`src/hdl/hci_h4_pkg.sv`:
```
// ----------------------------------------------------------------------------
// HCI H4 deframer package
// Phase codes, H4 packet type codes, header length lookup and the result
// record shared by the deframer logic.
// ----------------------------------------------------------------------------
package hci_h4_pkg;

    // Parser phases.
    localparam logic [1:0] PH_HUNT = 2'd0;
    localparam logic [1:0] PH_HDR  = 2'd1;
    localparam logic [1:0] PH_PAY  = 2'd2;

    // H4 packet type bytes.
    localparam logic [7:0] KIND_CMD = 8'h01;
    localparam logic [7:0] KIND_ACL = 8'h02;
    localparam logic [7:0] KIND_SCO = 8'h03;
    localparam logic [7:0] KIND_EVT = 8'h04;

    // Header lengths per packet type.
    localparam logic [2:0] HDR_LEN_CMD = 3'd3;
    localparam logic [2:0] HDR_LEN_ACL = 3'd4;
    localparam logic [2:0] HDR_LEN_SCO = 3'd3;
    localparam logic [2:0] HDR_LEN_EVT = 3'd2;

    // Reset value of the payload limit register.
    localparam logic [15:0] MAX_PAYLOAD_RESET = 16'd1024;

    // One result item as it leaves the parser.
    typedef struct packed {
        logic [16:0] bytes_so_far;
        logic        aborted;
        logic        is_last;
        logic        is_first;
        logic [2:0]  packet_kind;
        logic [7:0]  out_byte;
    } res_t;

    // Header length for a type byte; zero means the byte is not a packet type.
    function automatic logic [2:0] hdr_len_of(input logic [7:0] t);
        logic [2:0] n;
        case (t)
            KIND_CMD: n = HDR_LEN_CMD;
            KIND_ACL: n = HDR_LEN_ACL;
            KIND_SCO: n = HDR_LEN_SCO;
            KIND_EVT: n = HDR_LEN_EVT;
            default:  n = 3'd0;
        endcase
        return n;
    endfunction

endpackage

```
`src/hdl/hci_h4_uart_deframer.sv`:
```
// ----------------------------------------------------------------------------
// HCI H4 UART deframer
// Splits a raw UART byte stream into H4 packets and tags every packet byte.
// ----------------------------------------------------------------------------
// Usage:
// The slave channel (s_tvalid/s_tready/s_tdata) takes one received UART byte
// per request. While the parser hunts for a packet start, bytes other than the
// four H4 type codes are dropped and produce nothing. Every other byte leaves
// on the master channel as one request: m_tdata carries the byte and the
// running packet length, m_tuser the packet type, the first-byte flag and the
// abort flag, and m_tlast marks the byte that completes or aborts a packet.
// An aborted packet (payload length above max_payload) must be discarded by
// the receiver; the parser then hunts for the next type byte.
// Each result is registered (output or skid register). Throughput is one byte
// per cycle while s_tready is high; all per-byte work is a few compares and
// counter updates between the input handshake and the output register.
// A two-entry output stage (output register plus skid register) keeps
// s_tready high while one result waits to be taken; s_tready drops only
// when both entries are full, so a stalled receiver backs up after two bytes.
// Reset (aresetn low, synchronous) empties the output stage, returns the
// parser to hunting and sets max_payload to 1024. cfg_we writes max_payload;
// it takes effect at the next header check.
// ----------------------------------------------------------------------------
module hci_h4_uart_deframer (
    input  logic        aclk,
    input  logic        aresetn,
    // Configuration: payload length limit.
    input  logic        cfg_we,
    input  logic [15:0] cfg_wdata,
    // Received bytes.
    input  logic        s_tvalid,
    output logic        s_tready,
    input  logic [7:0]  s_tdata,    // [7:0] rx_byte
    // Packet bytes.
    output logic        m_tvalid,
    input  logic        m_tready,
    output logic [31:0] m_tdata,    // [7:0] out_byte, [24:8] bytes_so_far, rest zero
    output logic        m_tlast,    // is_last
    output logic [4:0]  m_tuser     // [2:0] packet_kind, [3] is_first, [4] aborted
);
    import hci_h4_pkg::*;

    // Parser state.
    logic [15:0] max_payload_reg;
    logic [1:0]  phase_reg,          phase_next;
    logic [2:0]  kind_reg,           kind_next;
    logic [2:0]  hdr_needed_reg,     hdr_needed_next;
    logic [2:0]  hdr_count_reg,      hdr_count_next;
    logic [15:0] pay_needed_reg,     pay_needed_next;
    logic [15:0] pay_count_reg,      pay_count_next;
    logic [16:0] len_count_reg,      len_count_next;

    // Output stage: the output register and a skid entry behind it.
    logic        out_valid_reg;
    res_t        out_reg;
    logic        skid_valid_reg;
    res_t        skid_reg;

    logic        in_fire;
    logic        res_valid;
    res_t        res;
    logic        out_free;

    logic [2:0]  hdr_len;
    logic [2:0]  hdr_count_inc;
    logic [15:0] pay_count_inc;
    logic        first_flag, last_flag, abort_flag;

    assign s_tready = !skid_valid_reg;
    assign in_fire  = s_tvalid && s_tready;
    assign out_free = !out_valid_reg || m_tready;

    assign hdr_len       = hdr_len_of(s_tdata);
    assign hdr_count_inc = hdr_count_reg + 3'd1;
    assign pay_count_inc = pay_count_reg + 16'd1;

    // Per-byte parse step. Results take the kind and length as updated by
    // this byte.
    always_comb begin
        phase_next      = phase_reg;
        kind_next       = kind_reg;
        hdr_needed_next = hdr_needed_reg;
        hdr_count_next  = hdr_count_reg;
        pay_needed_next = pay_needed_reg;
        pay_count_next  = pay_count_reg;
        len_count_next  = len_count_reg;
        res_valid       = 1'b0;
        first_flag      = 1'b0;
        last_flag       = 1'b0;
        abort_flag      = 1'b0;

        case (phase_reg)
            PH_HUNT: begin
                if (hdr_len != 3'd0) begin
                    res_valid       = 1'b1;
                    first_flag      = 1'b1;
                    kind_next       = s_tdata[2:0];
                    hdr_needed_next = hdr_len;
                    hdr_count_next  = 3'd0;
                    pay_needed_next = 16'd0;
                    pay_count_next  = 16'd0;
                    len_count_next  = 17'd1;
                    phase_next      = PH_HDR;
                end
            end
            PH_HDR: begin
                res_valid = 1'b1;
                // ACL carries a two-byte little-endian length; the others
                // carry it in the last header byte.
                if ({5'd0, kind_reg} == KIND_ACL) begin
                    if (hdr_count_reg == 3'd2) begin
                        pay_needed_next = {8'd0, s_tdata};
                    end else if (hdr_count_reg == 3'd3) begin
                        pay_needed_next = {s_tdata, pay_needed_reg[7:0]};
                    end
                end else if (hdr_count_inc == hdr_needed_reg) begin
                    pay_needed_next = {8'd0, s_tdata};
                end
                hdr_count_next = hdr_count_inc;
                len_count_next = len_count_reg + 17'd1;
                if (hdr_count_inc == hdr_needed_reg) begin
                    pay_count_next = 16'd0;
                    if (pay_needed_next > max_payload_reg) begin
                        phase_next = PH_HUNT;
                        last_flag  = 1'b1;
                        abort_flag = 1'b1;
                    end else if (pay_needed_next == 16'd0) begin
                        phase_next = PH_HUNT;
                        last_flag  = 1'b1;
                    end else begin
                        phase_next = PH_PAY;
                    end
                end
            end
            PH_PAY: begin
                res_valid      = 1'b1;
                pay_count_next = pay_count_inc;
                len_count_next = len_count_reg + 17'd1;
                if (pay_count_inc == pay_needed_reg) begin
                    phase_next = PH_HUNT;
                    last_flag  = 1'b1;
                end
            end
            default: begin
                phase_next = PH_HUNT;
            end
        endcase

        res.out_byte     = s_tdata;
        res.packet_kind  = kind_next;
        res.is_first     = first_flag;
        res.is_last      = last_flag;
        res.aborted      = abort_flag;
        res.bytes_so_far = len_count_next;
    end

    // Configuration register.
    always_ff @(posedge aclk) begin
        if (!aresetn) begin
            max_payload_reg <= MAX_PAYLOAD_RESET;
        end else if (cfg_we) begin
            max_payload_reg <= cfg_wdata;
        end
    end

    // Parser state advances only on an accepted byte.
    always_ff @(posedge aclk) begin
        if (!aresetn) begin
            phase_reg      <= PH_HUNT;
            kind_reg       <= 3'd0;
            hdr_needed_reg <= 3'd0;
            hdr_count_reg  <= 3'd0;
            pay_needed_reg <= 16'd0;
            pay_count_reg  <= 16'd0;
            len_count_reg  <= 17'd0;
        end else if (in_fire) begin
            phase_reg      <= phase_next;
            kind_reg       <= kind_next;
            hdr_needed_reg <= hdr_needed_next;
            hdr_count_reg  <= hdr_count_next;
            pay_needed_reg <= pay_needed_next;
            pay_count_reg  <= pay_count_next;
            len_count_reg  <= len_count_next;
        end
    end

    // Output stage. A new result goes straight to the output register when
    // it is free; otherwise it parks in the skid entry, which blocks input
    // until the output register drains it.
    always_ff @(posedge aclk) begin
        if (!aresetn) begin
            out_valid_reg  <= 1'b0;
            skid_valid_reg <= 1'b0;
        end else if (out_free) begin
            if (skid_valid_reg) begin
                out_valid_reg  <= 1'b1;
                skid_valid_reg <= 1'b0;
            end else begin
                out_valid_reg <= in_fire && res_valid;
            end
        end else if (in_fire && res_valid) begin
            skid_valid_reg <= 1'b1;
        end
    end

    always_ff @(posedge aclk) begin
        if (out_free) begin
            if (skid_valid_reg) begin
                out_reg <= skid_reg;
            end else if (in_fire) begin
                out_reg <= res;
            end
        end else if (in_fire && res_valid) begin
            skid_reg <= res;
        end
    end

    assign m_tvalid = out_valid_reg;
    assign m_tdata  = {7'd0, out_reg.bytes_so_far, out_reg.out_byte};
    assign m_tlast  = out_reg.is_last;
    assign m_tuser  = {out_reg.aborted, out_reg.is_first, out_reg.packet_kind};

`ifndef SYNTHESIS
    // The skid entry is only ever filled behind a held output register.
    a_skid_behind_out: assert property (@(posedge aclk) disable iff (!aresetn)
        skid_valid_reg |-> out_valid_reg)
        else $error("skid entry valid while output register empty");

    // In the header phase the count stays below the header length.
    a_hdr_count: assert property (@(posedge aclk) disable iff (!aresetn)
        (phase_reg == PH_HDR) |-> (hdr_count_reg < hdr_needed_reg))
        else $error("header count ran past header length");

    // The packet length is type plus header plus payload bytes so far.
    a_len_sum: assert property (@(posedge aclk) disable iff (!aresetn)
        (phase_reg == PH_PAY) |->
            (len_count_reg == ({14'd0, hdr_needed_reg} + 17'd1 + {1'b0, pay_count_reg})))
        else $error("packet length out of step with counters");

    // A packet never runs past its announced payload length.
    a_pay_count: assert property (@(posedge aclk) disable iff (!aresetn)
        (phase_reg == PH_PAY) |-> (pay_count_reg < pay_needed_reg))
        else $error("payload count ran past payload length");
`endif

endmodule

```
`config.mk`:
```
export PLATFORM = sky130hd
export DESIGN_NAME = hci_h4_uart_deframer
export DESIGN_NICKNAME = d
export VERILOG_FILES = /design/src/hdl/hci_h4_pkg.sv /design/src/hdl/hci_h4_uart_deframer.sv
export SDC_FILE = /design/constraint.sdc
export NUM_CORES = 1
export LEC_CHECK = 0
export ABC_AREA = 1
export BUFFER_PORTS_ARGS = -buffer_cell sky130_fd_sc_hd__buf_2
export CORE_MARGIN = 8
export CORE_UTILIZATION = 39
export DETAILED_ROUTE_END_ITERATION = 10
export PLACE_DENSITY = 0.56
export SYNTH_ARGS = -nofsm -noshare
export SYNTH_HDL_FRONTEND = slang
export SYNTH_SLANG_ARGS = --single-unit
```
`constraint.sdc`:
```
create_clock -name aclk -period 3.73 [get_ports aclk]
set_clock_uncertainty 0.05 [all_clocks]
set_input_delay 0.746 -clock aclk [delete_from_list [all_inputs] [get_ports aclk]]
set_output_delay 0.746 -clock aclk [all_outputs]
set_load 0.01 [all_outputs]
```
==> insert_results.sql, run 1 <==
INSERT INTO impl_metrics (metric_group, metric, value, unit) VALUES
('outcome', 'outcome', 'complete, no violations', ''),
('sta', 'fmax', '0.3048', 'GHz'),
('synthesis', 'ys_seq_area_share', '44.39', '%'),
('die', 'num_rows', '51', ''),
('clocking', 'cts_hold_buf', '0', ''),
('clocking', 'clock_sink_count', '140', ''),
('setup_path', 'worst-r2r-cell-count', '23', ''),
('min_path', 'min_path_type', 'flip-flop to flip-flop', ''),
('placement', 'postPlaceCellArea', '8245', 'µm²'),
('die', 'core_area', '19460', 'µm²'),
('synthesis', 'number_of_cells_produced_by_synthesis', '994', ''),
('sta', 'number_of_endpoints_failing_setup_at_the_final_stage', '0', ''),
('sta', 'worst-slew-pin-transition', '947.3', 'ps'),
('global_route', 'globalRouteOverflowTotal', '0', ''),
('die', 'initial_core_util', '39.62', '%'),
('synthesis', 'yosys.cell_count.top_type', 'sky130_fd_sc_hd__nand2_1', ''),
('setup_path', 'timing.critical_path.required', '3860', 'ps'),
('synthesis', 'post-synth-top-area-cell', 'sky130_fd_sc_hd__edfxtp_1', ''),
('sta', 'timing.final.max_slew_violations', '0', ''),
('routing', 'wl_per_cell', '14.53', 'µm'),
('placement', 'port-buffer-count', '61', ''),
('setup_path', 'criticalPathCategory', 'flip-flop to flip-flop', ''),
('synthesis', 'compound_cell_area_share_of_the_yosys_netlist', '15.66', '%'),
('clocking', 'tritoncts.num_buffers', '17', ''),
('routing', 'ant_nets', '0', ''),
('placement', 'hpwl', '13820', 'µm'),
('synthesis', 'synth.avg_cell_area', '7.758', 'µm²'),
('synthesis', 'synthDistinctLibCells', '51', ''),
('final_layout', 'largest_reg_flops', '31', ''),
('synthesis', 'top_ff_cell_synth', 'sky130_fd_sc_hd__dfxtp_1', ''),
('synthesis', 'ys_top_cells_by_area', 'sky130_fd_sc_hd__edfxtp_1 (24%), sky130_fd_sc_hd__dfxtp_1 (20%), sky130_fd_sc_hd__nand2_1 (11%)', ''),
('synthesis', 'async_flop_share', '0', '%'),
('synthesis', 'most_common_library_cells_after_synthesis', 'sky130_fd_sc_hd__nand2_1 (234), sky130_fd_sc_hd__inv_1 (119), sky130_fd_sc_hd__a21oi_1 (89), sky130_fd_sc_hd__dfxtp_1 (78), sky130_fd_sc_hd__nor2_1 (78)', ''),
('clocking', 'cts_max_path_buffers', '2', ''),
('setup_path', 'r2r_end', 'm_tlast$_DFFE_PP_', ''),
('sta', 'post-route-min-period', '3281', 'ps'),
('setup_path', 'regToRegStartpoint', 'hdr_count_reg[0]$_SDFFE_PN0P_', ''),
('pwr', 'power.ir.vdd_worst', '0.0003276', 'V'),
('die', 'pin_count', '69', ''),
('pwr', 'total_power', '4.132', 'mW'),
('pwr', 'power_density_cells', '464.1', 'nW/µm²'),
('synthesis', 'dominant_combinational_cell_family_by_area_after_synthesis', 'simple AND/OR/NAND/NOR gates', ''),
('synthesis', 'simple_gate_portion_of_the_synthesized_area', '25.04', '%'),
('final_layout', 'drive_above_1_share', '15.00', '%'),
('routing', 'wl', '19250', 'µm'),
('min_path', 'min_from', 'max_payload_reg[8]$_SDFFE_PN0P_', ''),
('final_layout', 'area.growth.synth_to_final', '15.46', '%'),
('clocking', 'clock_tree.root_cell', 'sky130_fd_sc_hd__clkbuf_16', ''),
('setup_path', 'worst-endpoint-arrival', '3410', 'ps'),
('synthesis', 'synth_warnings', '0', ''),
('clocking', 'worstSkewPairLatency', '430', 'ps'),
('setup_path', 'timing.reg2reg.setup_slack', '450', 'ps'),
('sta', 'tns', '0', 'ps'),
('sta', 'slew-limit-headroom', '36.66', '%'),
('placement', 'gpl.final_weighted_congestion', '0.8936', ''),
('global_route', 'grt_usage', '16.16', '%'),
('synthesis', 'post_synthesis_share_of_cell_area_spent_on_full_adders_half_adders_and_majority_gates', '4.056', '%'),
('final_layout', 'nFillCells', '1947', ''),
('global_route', 'grt_pass1_vias', '6136', ''),
('final_layout', 'final_nets', '1101', ''),
('pwr', 'leakagePower', '3.817', 'nW'),
('global_route', 'grt_antenna_before_repair', '0', ''),
('setup_path', 'cp-endpoint', 'm_tlast$_DFFE_PP_', ''),
('clocking', 'clk_pin_slew', '70', 'ps'),
('routing', 'detail_route.iter0.violations', '351', ''),
('setup_path', 'cp-startpoint', 'hdr_count_reg[0]$_SDFFE_PN0P_', ''),
('synthesis', 'synth_edf_count', '62', ''),
('setup_path', 'startpoint_class_of_the_critical_path', 'flip-flop', ''),
('synthesis', 'post_synth_xor_area_fraction', '1.460', '%'),
('clocking', 'cts_tree', 'built', ''),
('final_layout', 'num_antenna_cells', '0', '');
-- power by group --
part	switching [mW]	leakage (nW)	internal, mW
registers	0.0483	1.23	1.70
logic	0.366	2.28	0.174
clock network	0.709	0.306	1.14
total	1.12	3.82	3.01
-- kinds of logic (layout without fill, tap and decap cells) --
kind of cell / Yosys count / in the layout
xor gates and xnor gates: 8 / 8
and+or+nand+nor: 432 / 432
other: 1 / 7
DFF: 140 / 140
AOI/OAI and AO/OA: 212 / 212
buffers and inverters: 176 / 236
adders and majority gates: 25 / 25
-- area by class of cell --
| cell class | count | area [µm²] | area share (%) |
|---|---|---|---|
| clock buffers | 18 | 429.2 | 4.820 |
| repair buffers | 73 | 395.4 | 4.441 |
| inverters | 131 | 491.7 | 5.523 |
| clock inverters | 14 | 210.2 | 2.361 |
| well taps | 265 | 331.6 | 3.724 |
| flip-flops and latches | 140 | 3423 | 38.45 |
| multi-input cells | 684 | 3622 | 40.68 |
-- metrics by stage --
stage	util [%]	setup WS, ps	cells	hold WS (ps)
2_1_floorplan	-	439.1	1000	385.4
3_3_place_gp	42.37	158.0	1293	405.9
3_5_place_dp	42.37	123.1	1293	409.7
4_1_cts	45.65	93.05	1325	418.4
5_1_grt	45.75	96.74	1325	442.8
6_report	45.75	449.1	1325	411.1
-- cell usage in the layout (no fill, tap or decap), types with 6 or more instances in the layout --
cell type / instances
sky130_fd_sc_hd__nor4_1: 6
sky130_fd_sc_hd__inv_2: 11
sky130_fd_sc_hd__inv_1: 118
sky130_fd_sc_hd__edfxtp_1: 62
sky130_fd_sc_hd__ha_1: 25
sky130_fd_sc_hd__nor2_2: 6
sky130_fd_sc_hd__nor2_1: 77
sky130_fd_sc_hd__nand2_2: 6
sky130_fd_sc_hd__o21ai_0: 55
sky130_fd_sc_hd__a21oi_1: 88
sky130_fd_sc_hd__o21ai_1: 31
sky130_fd_sc_hd__nand4_1: 13
sky130_fd_sc_hd__conb_1: 7
sky130_fd_sc_hd__a22oi_1: 9
sky130_fd_sc_hd__o211ai_1: 6
sky130_fd_sc_hd__nand2_1: 234
sky130_fd_sc_hd__clkbuf_16: 17
sky130_fd_sc_hd__nand3_1: 58
sky130_fd_sc_hd__nor3_1: 7
sky130_fd_sc_hd__nor2_4: 8
sky130_fd_sc_hd__buf_2: 61
sky130_fd_sc_hd__dfxtp_1: 78
sky130_fd_sc_hd__buf_4: 12
-- worst min path at each step --
stage,end,slack [ps]
5_1_grt,max_payload_reg[3]$_SDFFE_PN0P_,440
3_3_place_gp,max_payload_reg[1]$_SDFFE_PN0P_,410
4_1_cts,max_payload_reg[4]$_SDFFE_PN0P_,420
6_report,max_payload_reg[8]$_SDFFE_PN0P_,410
2_1_floorplan,max_payload_reg[2]$_SDFFE_PN0P_,390
3_5_place_dp,max_payload_reg[4]$_SDFFE_PN0P_,410
-- worst max-delay path: stages (launching register included) --
cell	delay (ps)
sky130_fd_sc_hd__dfxtp_1	330
sky130_fd_sc_hd__ha_1	200
sky130_fd_sc_hd__ha_1	280
sky130_fd_sc_hd__inv_1	80
sky130_fd_sc_hd__nand2_1	50
sky130_fd_sc_hd__nand2_1	150
sky130_fd_sc_hd__nand3_4	220
sky130_fd_sc_hd__buf_4	220
sky130_fd_sc_hd__nand2_1	50
sky130_fd_sc_hd__nand3_1	70
sky130_fd_sc_hd__nand2_1	100
sky130_fd_sc_hd__inv_1	70
sky130_fd_sc_hd__ha_1	270
sky130_fd_sc_hd__nand2_1	80
sky130_fd_sc_hd__o21a_1	130
sky130_fd_sc_hd__nor2_1	30
sky130_fd_sc_hd__o21ai_0	130
sky130_fd_sc_hd__nand2_1	70
sky130_fd_sc_hd__nand2_1	110
sky130_fd_sc_hd__nand2_1	90
sky130_fd_sc_hd__nand2_1	90
sky130_fd_sc_hd__nand2_1	50
sky130_fd_sc_hd__nand3_1	60
sky130_fd_sc_hd__nand2_1	50
-- repair_timing --
item                                    CTS  global route
buffers inserted                          0             0
resized for setup                         0             3
endpoints found under the setup margin    0             5
-- per-layer routing --
layer | GRT usage, % | share of wire (%)
met1 | 21.33 | 48
met2 | 26.32 | 46
met3 | 3.089 | 5.1
met4 | 4.760 | 1.0
met5 | 0 | 0
No activity file was read; power rests on OpenSTA's default activity.
==> inputs of run 2 (changes only) <==
--- a/config.mk
+++ b/config.mk
@@ -6,11 +6,12 @@
 export NUM_CORES = 1
 export LEC_CHECK = 0
 export ABC_AREA = 1
+export ABC_CLOCK_PERIOD_IN_PS = 3100
 export BUFFER_PORTS_ARGS = -buffer_cell sky130_fd_sc_hd__buf_2
 export CORE_MARGIN = 8
-export CORE_UTILIZATION = 39
+export CORE_UTILIZATION = 44
 export DETAILED_ROUTE_END_ITERATION = 10
-export PLACE_DENSITY = 0.56
+export PLACE_DENSITY = 0.62
 export SYNTH_ARGS = -nofsm -noshare
 export SYNTH_HDL_FRONTEND = slang
 export SYNTH_SLANG_ARGS = --single-unit
==> constraint.sdc (replaced) <==
create_clock -name aclk -period 3.1 [get_ports aclk]
set_clock_uncertainty 0.05 [all_clocks]
set_input_delay 0.62 -clock aclk [delete_from_list [all_inputs] [get_ports aclk]]
set_output_delay 0.62 -clock aclk [all_outputs]
set_load 0.01 [all_outputs]
==> run 2 against run 1 <==
Net effect:
- the flow now finishes with violations (negative setup slack)
- sequential share of layout area decreased by 2.5 points
- power increased by 16%
- design area increased by 7.2%
- combinational power increased by 28%
- flip-flop and latch count unchanged
- die area decreased by 10%
- wire length increased by 5.3%
- core utilization increased by 9.6 points
==> insert_results.sql, run 2 (same netlist as run 1, synthesis figures left out) <==
INSERT INTO impl_metrics (metric_group, metric, value, unit) VALUES
('outcome', 'outcome', 'complete, but fails checks', ''),
('outcome', 'failed_checks', 'negative setup slack', ''),
('final_layout', 'layout.core_utilization', '55.36', '%'),
('clocking', 'clock_tree.root_cell', 'sky130_fd_sc_hd__clkbuf_16', ''),
('sta', 'grt_setup_unrepaired', 'yes', ''),
('sta', 'timing.final.max_slew_violations', '0', ''),
('clocking', 'cts_hold_buf', '0', ''),
('sta', 'tns', '-49.91', 'ps'),
('setup_path', 'criticalPathCategory', 'flip-flop to flip-flop', ''),
('global_route', 'grt_usage', '18.38', '%'),
('routing', 'ant_nets', '0', ''),
('routing', 'detail_route.iter0.violations', '484', ''),
('clocking', 'worstSkewPairLatency', '420', 'ps'),
('pwr', 'power.ir.vdd_worst', '0.0003746', 'V'),
('sta', 'worst-slew-pin-transition', '976.5', 'ps'),
('pwr', 'leakagePower', '4.098', 'nW'),
('setup_path', 'regToRegStartpoint', 'hdr_count_reg[0]$_SDFFE_PN0P_', ''),
('clocking', 'cts_max_path_buffers', '2', ''),
('final_layout', 'area.growth.synth_to_final', '23.75', '%'),
('placement', 'gpl.final_weighted_congestion', '0.9119', ''),
('setup_path', 'slowest_delay', '360', 'ps'),
('sta', 'final_hold_viol_count', '0', ''),
('setup_path', 'path_max_fanout', '5', ''),
('global_route', 'globalRouteOverflowTotal', '0', ''),
('global_route', 'grt_pass1_vias', '6474', ''),
('sta', 'layout_worst_path_cycle_share', '101.6', '%'),
('final_layout', 'final_nets', '1155', ''),
('placement', 'numPlacedInstances', '1278', ''),
('placement', 'dp_slack', '-135.3', 'ps'),
('die', 'initial_core_util', '44.74', '%'),
('sta', 'number_of_endpoints_failing_setup_at_the_final_stage', '1', ''),
('sta', 'fmax', '0.3175', 'GHz'),
('setup_path', 'cell_type_with_the_highest_occurrence_count_on_the_critical_path', 'sky130_fd_sc_hd__nand2_2', ''),
('pwr', 'power_density_cells', '500.9', 'nW/µm²'),
('die', 'die-area', '22020', 'µm²'),
('routing', 'wl_per_cell', '15.14', 'µm'),
('placement', 'hpwl', '14150', 'µm'),
('routing', 'num_vias', '6977', ''),
('setup_path', 'timing.reg2reg.setup_slack', '-50', 'ps'),
('setup_path', 'startpoint_class_of_the_critical_path', 'flip-flop', ''),
('final_layout', 'largest_reg_flops', '31', ''),
('global_route', 'grt_antenna_before_repair', '0', ''),
('final_layout', 'layout_common_cells', 'sky130_fd_sc_hd__nand2_1 (212), sky130_fd_sc_hd__inv_1 (115), sky130_fd_sc_hd__a21oi_1 (84)', ''),
('clocking', 'cts_tree', 'built', ''),
('clocking', 'clk_pin_slew', '60', 'ps'),
('sta', 'setup_ws', '-49.91', 'ps'),
('final_layout', 'non_filler_instance_count_after_layout', '1339', ''),
('die', 'fp.dieW', '148.4', 'µm'),
('final_layout', 'nFillCells', '1636', ''),
('die', 'num_rows', '48', ''),
('final_layout', 'final_area', '9543', 'µm²'),
('clocking', 'htree_num_levels', '4', ''),
('routing', 'drt_first_pass_iters', '5', ''),
('routing', 'remaining_drc_errors', '0', ''),
('die', 'core_area', '17240', 'µm²'),
('min_path', 'min_from', 's_tdata[5]', ''),
('min_path', 'worst_hold_path.num_cells', '1', ''),
('final_layout', 'num_antenna_cells', '0', ''),
('sta', 'slew-limit-headroom', '34.71', '%'),
('setup_path', 'r2r_end', 'm_tlast$_DFFE_PP_', ''),
('global_route', 'grt_start_max_net_pins', '32', ''),
('final_layout', 'drive_above_1_share', '23.52', '%'),
('setup_path', 'timing.critical_path.required', '3230', 'ps'),
('setup_path', 'worst-r2r-cell-count', '19', ''),
('setup_path', 'setup.worst_path.end_class', 'flip-flop', ''),
('routing', 'wl', '20280', 'µm'),
('setup_path', 'cp-startpoint', 'hdr_count_reg[0]$_SDFFE_PN0P_', ''),
('placement', 'postPlaceCellArea', '8408', 'µm²'),
('min_path', 'min_path_type', 'primary input to flip-flop', ''),
('setup_path', 'worst-endpoint-arrival', '3280', 'ps'),
('setup_path', 'cp-endpoint', 'm_tlast$_DFFE_PP_', ''),
('placement', 'port-buffer-count', '61', ''),
('run', 'drv_cap', '0', ''),
('setup_path', 'cpMaxStageDelayCell', 'sky130_fd_sc_hd__dfxtp_4', ''),
('clocking', 'tritoncts.num_buffers', '17', ''),
('die', 'dieHeight', '148.4', 'µm'),
('clocking', 'clock_sink_count', '140', ''),
('setup_path', 'cp_cell_sequence', 'ha_4 -> ha_4 -> nand2_2 -> nand2_2 -> nand3_4 -> buf_12 -> nand3_1 -> nand2_2 -> ha_4 -> a21oi_1 -> o21ai_1 -> a31oi_1 -> nand2_1 -> nand2_2 -> nand2_2 -> nand2_2 -> nand2_1 -> nand3_1 -> nand2_1', ''),
('global_route', 'global_route_wire_length_before_repair', '32550', 'µm'),
('final_layout', 'layout.cells.most_common', 'sky130_fd_sc_hd__nand2_1', ''),
('routing', 'avgViaCountPerCell', '5.211', ''),
('sta', 'post-route-min-period', '3150', 'ps'),
('die', 'pin_count', '69', '');
==> run 2: what timing repair did <==
| item | in CTS | in global routing |
|---|---|---|
| buffers inserted | 25 | 3 |
| setup endpoints to repair | 5 | 6 |
| cloned | 2 | 0 |
| pin swaps | 13 | 20 |
| endpoints found under the hold margin | 0 | 0 |
| gates resized for setup | 26 | 41 |
==> run 2: layout make-up <==
| class | instances | area [µm²] | area share, % |
|---|---|---|---|
| flip-flops and latches | 140 | 3428 | 35.93 |
| multi-input cells | 684 | 3890 | 40.76 |
| repair buffers | 127 | 869.6 | 9.112 |
| clock inverters | 13 | 141.4 | 1.482 |
| clock buffers | 19 | 432.9 | 4.537 |
| well taps | 225 | 281.5 | 2.950 |
| inverters | 131 | 499.2 | 5.231 |
==> run 2: worst min path at each step <==
stage	end
after floorplan	max_payload_reg[2]$_SDFFE_PN0P_
after global placement	max_payload_reg[6]$_SDFFE_PN0P_
final	skid_reg[5]$_DFFE_PP_
after CTS	skid_reg[5]$_DFFE_PP_
after detailed placement	max_payload_reg[13]$_SDFFE_PN0P_
after global routing	skid_reg[5]$_DFFE_PP_
==> run 2: through the flow <==
step | hold WS, ps | total power, mW
after floorplan | 385.4 | 2.605
after global placement | 405.5 | 2.789
after detailed placement | 404.7 | 2.801
after CTS | 359.1 | 4.800
after global routing | 359.7 | 4.991
final | 366.9 | 4.780
==> run 2: where the power goes <==
group,internal [mW],total [mW],switching [mW]
clock network,1.19,1.99,0.803
registers,2.04,2.10,0.0584
logic,0.235,0.691,0.457
total,3.46,4.78,1.32
==> run 2: metal layers <==
metal | GRT usage (%) | wire length, µm
met5 | 0 | 0
met2 | 30.07 | 9614
met4 | 5.813 | 345
met3 | 4.011 | 1190
met1 | 23.73 | 9125
==> run 2: worst max-delay path, delay by kind of cell (launching register included) <==
family          cells  cell delay (ps)
simple gates       12             1050
fa+ha+maj           3              690
compound gates      3              560
flops               1              360
buf+inv             1              190
